==> config.mk <==
export PLATFORM = sky130hd
export DESIGN_NAME = rppd_ctrl
export DESIGN_NICKNAME = d
export VERILOG_FILES = /design/src/hdl/rppd_pkg.sv /design/src/hdl/rppd_ctrl.sv
export SDC_FILE = /design/constraint.sdc
export NUM_CORES = 1
export LEC_CHECK = 0
export ABC_AREA = 0
export BUFFER_PORTS_ARGS = -buffer_cell sky130_fd_sc_hd__buf_4
export CORE_AREA = 3 3 40 42
export CTS_CLUSTER_DIAMETER = 200
export DETAILED_ROUTE_END_ITERATION = 10
export DIE_AREA = 0 0 43 45
export GPL_TIMING_DRIVEN = 1
export PLACE_DENSITY = 0.68
export REMOVE_ABC_BUFFERS = 1
export SETUP_SLACK_MARGIN = 0.15
export SYNTH_ARGS = -nofsm -noshare
export SYNTH_HDL_FRONTEND = slang
export SYNTH_SLANG_ARGS = --single-unit
==> constraint.sdc <==
create_clock -name clock -period 1.6 [get_ports clock]
set_input_delay 0.08 -clock clock [delete_from_list [all_inputs] [get_ports clock]]
set_output_delay 0.08 -clock clock [all_outputs]
set_load 0.02 [all_outputs]
==> src/hdl/rppd_pkg.sv <==
// ----------------------------------------------------------------------------
// rppd_pkg
// Shared types, mode table and colour helpers of the planar palette decoder.
// ----------------------------------------------------------------------------
`default_nettype none

package rppd_pkg;

   localparam int PALETTE_DEPTH = 16384;
   localparam int MAX_WIDTH     = 416;
   localparam int ADDR_W        = $clog2(PALETTE_DEPTH);
   localparam int RECIP_SHIFT   = 20;
   localparam int RECIP_W       = 15;
   localparam int Q_W           = ADDR_W + RECIP_W - RECIP_SHIFT;

   localparam logic [1:0] CSR_MODE_SELECT = 2'd0;
   localparam logic [1:0] CSR_STE_BIT     = 2'd1;
   localparam logic [1:0] CSR_EXTRA_BIT   = 2'd2;

   typedef struct packed {
      logic [5:0]         ncol;
      logic [2:0]         nfix;
      logic               border;
      logic [9:0]         start;
      logic [8:0]         wid;
      logic [8:0]         hgt;
      logic [5:0]         stride;
      logic [13:0]        psize;
      logic [5:0]         edge_pos;
      logic [RECIP_W-1:0] recip;
   } mode_type;

   typedef struct packed {
      logic accept;
      logic pal_begin;
      logic mod_q;
      logic pal_entry;
      logic img_shift;
      logic pix_init;
      logic ld_addr;
      logic ld_write;
      logic chg_write;
      logic pix_out;
   } cmd_type;

   typedef struct packed {
      logic in_palette;
      logic pal_active;
      logic img_done;
      logic group_end;
      logic pal_take;
      logic pal_last;
      logic col_zero;
      logic chg_hit;
      logic ld_last;
      logic out_busy;
      logic pix_stop;
   } status_type;

   function automatic mode_type mode_info(input logic [1:0] md);
      mode_type m;
      case (md)
         2'd0: m = '{6'd54, 3'd0, 1'b1, 10'd33, 9'd320, 9'd199, 6'd54, 14'd10746,
                     6'd48, 15'd19419};
         2'd1: m = '{6'd48, 3'd0, 1'b1, 10'd9, 9'd320, 9'd199, 6'd48, 14'd9552,
                     6'd32, 15'd21846};
         2'd2: m = '{6'd56, 3'd0, 1'b1, 10'd5, 9'd320, 9'd199, 6'd56, 14'd11144,
                     6'd48, 15'd18725};
         default: m = '{6'd54, 3'd6, 1'b0, 10'd69, 9'd416, 9'd273, 6'd48, 14'd13104,
                        6'd48, 15'd19419};
      endcase
      return m;
   endfunction

   // Byte length of the packed palette stream, rounded down to even.
   function automatic logic [14:0] packed_bytes(input logic [1:0] md,
                                                input logic [1:0] wsel);
      logic [14:0] p;
      case ({md, wsel})
         4'b00_00: p = 15'd11642;
         4'b00_01: p = 15'd15522;
         4'b00_10: p = 15'd19404;
         4'b01_00: p = 15'd10300;
         4'b01_01: p = 15'd13732;
         4'b01_10: p = 15'd17164;
         4'b10_00: p = 15'd12090;
         4'b10_01: p = 15'd16120;
         4'b10_10: p = 15'd20150;
         4'b11_00: p = 15'd14742;
         4'b11_01: p = 15'd19656;
         4'b11_10: p = 15'd24570;
         default:  p = 15'd0;
      endcase
      return p;
   endfunction

   function automatic logic [6:0] change_step(input logic [1:0] md, input logic [5:0] ci);
      logic [6:0] s;
      if (md == 2'd1) begin
         s = ci[0] ? 7'd16 : 7'd4;
      end else if (md == 2'd2) begin
         s = 7'd8;
      end else if (ci == 6'd15) begin
         s = (md == 2'd0) ? 7'd88 : 7'd112;
      end else if (ci == 6'd31) begin
         s = 7'd12;
      end else if (ci == 6'd37) begin
         s = 7'd100;
      end else begin
         s = 7'd4;
      end
      return s;
   endfunction

   // wsel 0/1/2 selects 9/12/15 bit colours; result is {red, green, blue}.
   function automatic logic [23:0] expand_colour(input logic [14:0] v,
                                                 input logic [1:0] wsel);
      logic [3:0] r4, g4, b4;
      logic [7:0] r, g, b;
      r4 = {v[10:8], v[11]};
      g4 = {v[6:4], v[7]};
      b4 = {v[2:0], v[3]};
      case (wsel)
         2'd0: begin
            r = {v[8:6], 5'd0};
            g = {v[5:3], 5'd0};
            b = {v[2:0], 5'd0};
         end
         2'd1: begin
            r = {r4, 4'd0};
            g = {g4, 4'd0};
            b = {b4, 4'd0};
         end
         default: begin
            r = {r4, v[14], 3'd0};
            g = {g4, v[13], 3'd0};
            b = {b4, v[12], 3'd0};
         end
      endcase
      return {r, g, b};
   endfunction

endpackage

`default_nettype wire

==> src/hdl/rppd_ctrl.sv <==
// ----------------------------------------------------------------------------
// rppd_ctrl
// Sequencer: steps the palette unpacking and the per-pixel work of a group.
// ----------------------------------------------------------------------------
`default_nettype none

module rppd_ctrl
   import rppd_pkg::*;
(
   input  wire logic       clock,
   input  wire logic       reset,
   input  wire logic       req_tvalid,
   output logic            req_tready,
   input  wire status_type status,
   output cmd_type         cmd
);

   localparam logic [3:0] S_IDLE   = 4'd0;
   localparam logic [3:0] S_DECIDE = 4'd1;
   localparam logic [3:0] S_MOD1   = 4'd2;
   localparam logic [3:0] S_MOD2   = 4'd3;
   localparam logic [3:0] S_PIX    = 4'd4;
   localparam logic [3:0] S_LDADDR = 4'd5;
   localparam logic [3:0] S_LDRD   = 4'd6;
   localparam logic [3:0] S_LDWR   = 4'd7;
   localparam logic [3:0] S_CHK    = 4'd8;
   localparam logic [3:0] S_CHGRD  = 4'd9;
   localparam logic [3:0] S_CHGWR  = 4'd10;
   localparam logic [3:0] S_OUT    = 4'd11;

   logic [3:0] state_ff, state_in;

   assign req_tready = (state_ff == S_IDLE);

   always_comb begin
      state_in = state_ff;
      cmd      = '0;
      case (state_ff)
         S_IDLE: begin
            if (req_tvalid) begin
               cmd.accept = 1'b1;
               state_in   = S_DECIDE;
            end
         end
         S_DECIDE: begin
            if (status.in_palette) begin
               if (status.pal_active) begin
                  cmd.pal_begin = 1'b1;
                  state_in      = S_MOD1;
               end else begin
                  state_in = S_IDLE;
               end
            end else if (status.img_done) begin
               state_in = S_IDLE;
            end else begin
               cmd.img_shift = 1'b1;
               if (status.group_end) begin
                  cmd.pix_init = 1'b1;
                  state_in     = S_PIX;
               end else begin
                  state_in = S_IDLE;
               end
            end
         end
         S_MOD1: begin
            cmd.mod_q = 1'b1;
            state_in  = S_MOD2;
         end
         S_MOD2: begin
            if (status.pal_take) begin
               cmd.pal_entry = 1'b1;
               state_in      = status.pal_last ? S_IDLE : S_MOD1;
            end else begin
               state_in = S_IDLE;
            end
         end
         S_PIX: begin
            state_in = status.col_zero ? S_LDADDR : S_CHK;
         end
         S_LDADDR: begin
            cmd.ld_addr = 1'b1;
            state_in    = S_LDRD;
         end
         S_LDRD: begin
            state_in = S_LDWR;
         end
         S_LDWR: begin
            cmd.ld_write = 1'b1;
            state_in     = status.ld_last ? S_CHK : S_LDRD;
         end
         S_CHK: begin
            state_in = status.chg_hit ? S_CHGRD : S_OUT;
         end
         S_CHGRD: begin
            state_in = S_CHGWR;
         end
         S_CHGWR: begin
            cmd.chg_write = 1'b1;
            state_in      = S_OUT;
         end
         S_OUT: begin
            if (!status.out_busy) begin
               cmd.pix_out = 1'b1;
               state_in    = status.pix_stop ? S_IDLE : S_PIX;
            end
         end
         default: begin
            state_in = S_IDLE;
         end
      endcase
   end

   always_ff @(posedge clock) begin
      if (reset) begin
         state_ff <= S_IDLE;
      end else begin
         state_ff <= state_in;
      end
   end

endmodule

`default_nettype wire

# Yosys cells after proc, flatten, opt, wreduce, memory -nomap -nowiden
# Index checks and enable logic that the tools add are counted.
dict set report word_totals {
  latch_bits 0
  output_inout_bits 11
  reg_bits 4
  mem_bits_ro 0
  n_memories 0
  inputBits 14
  mem_bits_rw 0
}
dict set report classes {
  add_sub_neg 0
  div_mod_pow 0
  n_lt_le_gt_ge 0
  eq_ne 13
  n_mux 30
  bitwise 0
  n_reduce_logical 2
  n_shift 0
  multipliers 0
}
# op n
set op_table {}
lappend op_table {{$pmux 4 s12} 1}
lappend op_table {{$mux 4} 6}
lappend op_table {{$eq 4x3->1 const B} 4}
lappend op_table {{$eq 4x4->1 const B} 4}
lappend op_table {{$mux 1} 14}
lappend op_table {{$mux 2} 7}
lappend op_table {{$eq 4x2->1 const B} 2}
lappend op_table {{$mux 3} 2}
lappend op_table {{$eq 4x1->1 const B} 1}
lappend op_table {{$logic_not 4->1} 1}
lappend op_table {{$ne 2x2->1 const B} 2}
lappend op_table {{$reduce_and 2->1} 1}

# Logic depth before layout (Yosys ltp)
dict set report depth {
  depth_word 4
  ltp_mapped 5
  depth_no_buf 4
}

# Least setup slack after synthesis
# OpenSTA, ideal clock, no wires.
dict set report synth_path {
  path_type {flip-flop to flip-flop}
  from {register state_ff[0]}
  to {register state_ff[0]}
  required_time_ns 1.484
  path_stages_with_launch 6
  arrival_ns 1.648
  path_slack_ns -0.164
  setup_time_ns 0.116
  period_less_slack_ns 1.764
  cell_sequence {dfxtp_1 clkbuf_2 nor4_1 o2bb2ai_1 a211o_1 a21oi_1}
}
dict set report synth_between {
  elab_chain_cells 3
}
# element line_no
set synth_rtl {}
lappend synth_rtl {{start: declaration} rppd_ctrl.sv:31} ;# logic [3:0] state_ff, state_in;
lappend synth_rtl {{start signal: assignment} rppd_ctrl.sv:117} ;# state_ff <= state_in;
lappend synth_rtl {{$logic_not 4->1 *} n/a}
lappend synth_rtl {{named net req_tready} rppd_ctrl.sv:13} ;# output logic req_tready,
lappend synth_rtl {{$ne 2x2->1 (no source line)} n/a}
lappend synth_rtl {{$reduce_and 2->1 (no source line)} n/a}
# The timed path passes the listed nets; every way through them passes the cells marked *.
# A chain may end at the register's enable or synchronous reset.

==> impl_metrics.env <==
export IMPL_crit_path_max_incr_delay_ns=0.55
export IMPL_cts_max_path_buffers=2
export IMPL_p_sw_share_pct=35.2
export IMPL_io_buffers=24
export IMPL_setup_slack_ns=-0.0635
export IMPL_tightest_slew_ns=0.339
export IMPL_required_ns=1.52
export IMPL_placed_area_um2=644
export IMPL_synth_main_ff_cell="dfxtp_1"
export IMPL_hold_viol_final=0
export IMPL_timing_final_crit_share_pct=104
export IMPL_p_int_mw=0.360
export IMPL_final_common_cell="buf_4"
export IMPL_largest_reg_flops=4
export IMPL_start_kind="flip-flop"
export IMPL_regArea_um2=82.6
export IMPL_worst_path_max_delay_cell="or4b_4"
export IMPL_async_reset_ff_share_pct=0
export IMPL_die_height_um=45
export IMPL_synth_seq_cells=4
export IMPL_syn_area_per_cell_um2=7.40
export IMPL_root_buffer="clkbuf_4"
export IMPL_die_area_um2=1940
export IMPL_max_freq_mhz=601
export IMPL_grt_ovfl_total=0
export IMPL_final_area_um2=762
export IMPL_grt_setup_unrepaired="true"
export IMPL_wire_per_inst_um=12.7
export IMPL_clk_latency_ns=0.23
export IMPL_cts_tree="yes"
export IMPL_core_rowCount=13
export IMPL_hpwl_um=922
export IMPL_pwr_share_seq_pct=22.0
export IMPL_grt_pass1_wl_mm=1.95
export IMPL_path_cells="or4b_4, nor3_4, and2_4, buf_6"
export IMPL_ys_warn_count=0
export IMPL_syn_to_final_growth_pct=74.5
export IMPL_pin_count=25
export IMPL_hold_path_class="primary input to flip-flop"
export IMPL_max_cap_violations=0
export IMPL_path_clk_slew_ns=0.04
export IMPL_period_needed_ns=1.66
export IMPL_syn_inst=59
export IMPL_diodes=0
export IMPL_p_leak_nw=0.355
export IMPL_fin_worst_skew_ns=0.00163
export IMPL_final_cell_mix="30 x buf_4, 7 x nand2_1, 5 x buf_6"
export IMPL_power_frac_comb_pct=55.3
export IMPL_final_nets=108
export IMPL_yosysSeqAreaShare_pct=18.3
export IMPL_die_w_um=43
export IMPL_clockPowerShare_pct=22.6
export IMPL_nFillCells=131
export IMPL_vias=549
export IMPL_first_iter_violations=5
export IMPL_antenna_found_initial=0
export IMPL_layout_drive_gt1_share_pct=54.3
export IMPL_cp_end_kind="primary output"
export IMPL_cp_data_arrival_time_ns=1.58
export IMPL_multi_input_area_um2=345
export IMPL_utilization_pct=59.3
export IMPL_cts_sinks=4
export IMPL_synth_edff_count=0
export IMPL_first_pass_iters=4
export IMPL_fp_coreArea_um2=1280
export IMPL_grt_pass1_vias=449
export IMPL_place_gp_congestion=0.790
export IMPL_grt_max_degree=16
export IMPL_ant_nets=0
export IMPL_drt_total_wl_mm=1.36
export IMPL_grtUsageTotal_pct=13.0
export IMPL_violations="setup timing"
export IMPL_cts_made_buffers=3
export IMPL_post_place_ws_ns=0.210
export IMPL_peakVddDrop_mv=0.288
export IMPL_routed_via_density=5.13
export IMPL_power_switching_mw=0.196
export IMPL_largest_register="state_ff"
export IMPL_drc=0
export IMPL_crit_type="flip-flop to primary output"
export IMPL_drv_slew=0
export IMPL_setup_violations=2
export IMPL_synth_cell_types=31
export IMPL_powerDensity_nw_per_um2=730
export IMPL_syn_cell_area_um2=437
export IMPL_reg_top3="state_ff: 4 flops"
export IMPL_relSlewSlack_pct=77.2
export IMPL_status="finished with violations"
export IMPL_cp_max_fo=2
export IMPL_start_util_pct=34.0
export IMPL_cts_hold_buf=0
export IMPL_htree_levels=1
-- cells in the mapped netlist (2+ instances only) --
library cell	count	area share, %
a21oi_1	2	2.3
and2_1	2	2.9
o2bb2ai_1	3	6.0
and3_1	2	2.9
nand2_1	7	6.0
dfxtp_1	4	18
a31oi_1	2	2.9
clkbuf_1	2	1.7
nor2_1	4	3.4
nand2b_1	4	5.7
o21ai_0	2	2.3
nor2b_1	3	4.3
nor3b_1	2	3.4
inv_1	3	2.6
-- worst max-delay path: cells and delay by family (launching register included) --
family | cells | cell delay [ns]
and+or+nand+nor | 3 | 0.94
buffers and inverters | 1 | 0.11
DFF | 1 | 0.31
-- layer usage --
metal / up-vias / GRT usage (%) / wire length, um
met3: 0 / 0 / 79
met5: - / 0 / 0
met2: 22 / 21.6 / 680
met4: 0 / 7.23 / 0
met1: 250 / 17.3 / 602
li1: 277 / - / -
-- final cells by class --
class | instances | share of cell area, %
inverters | 3 | 1.48
repair buffers | 35 | 36.9
clock buffers | 3 | 2.96
multi-input cells | 47 | 45.3
flip-flops and latches | 4 | 10.8
well taps | 15 | 2.46
-- power by group through the flow --
stage                     sequential, mW  clock (mW)  combinational, mW
after floorplan                    0.140           0              0.128
final                              0.123       0.126              0.308
after detailed placement           0.120           0              0.255
after CTS                          0.122       0.131              0.276
after global placement             0.120           0              0.255
after global routing               0.124       0.137              0.332
-- worst paths after layout --
check	from	endpoint	slack (ns)	cells after the start
setup / recovery	state_ff[2]	cmd[4]	-0.06	4
hold / removal	reset	state_ff[2]	0.04	2
setup reg to reg	state_ff[2]	state_ff[2]	0.01	6
hold reg to reg	state_ff[3]	state_ff[0]	0.66	3
-- metrics by stage --
stage          power (mW)  hold WS, ns  setup TNS, ns  cells
6_report            0.556       0.0379         -0.112    107
5_1_grt             0.593       0.0371         -0.260    107
4_1_cts             0.528       0.0277        -0.0153    103
3_5_place_dp        0.375        0.282              0     98
3_3_place_gp        0.375        0.279              0     98
2_1_floorplan       0.269        0.145         -0.443     54
-- timing repair --
item | in CTS | in global routing
buffers inserted | 2 | 4
endpoints found under the setup margin | 7 | 8
pin swaps | 2 | 3
resized for setup | 7 | 7
-- logic make-up after synthesis --
family	count (synthesis)	share of synthesized area (%)
AO/OA/AOI/OAI	15	27.8
buffers and inverters	8	9.17
flip-flops	4	18.3
AND/OR/NAND/NOR	32	44.7
(Power assumes the default switching activity.)
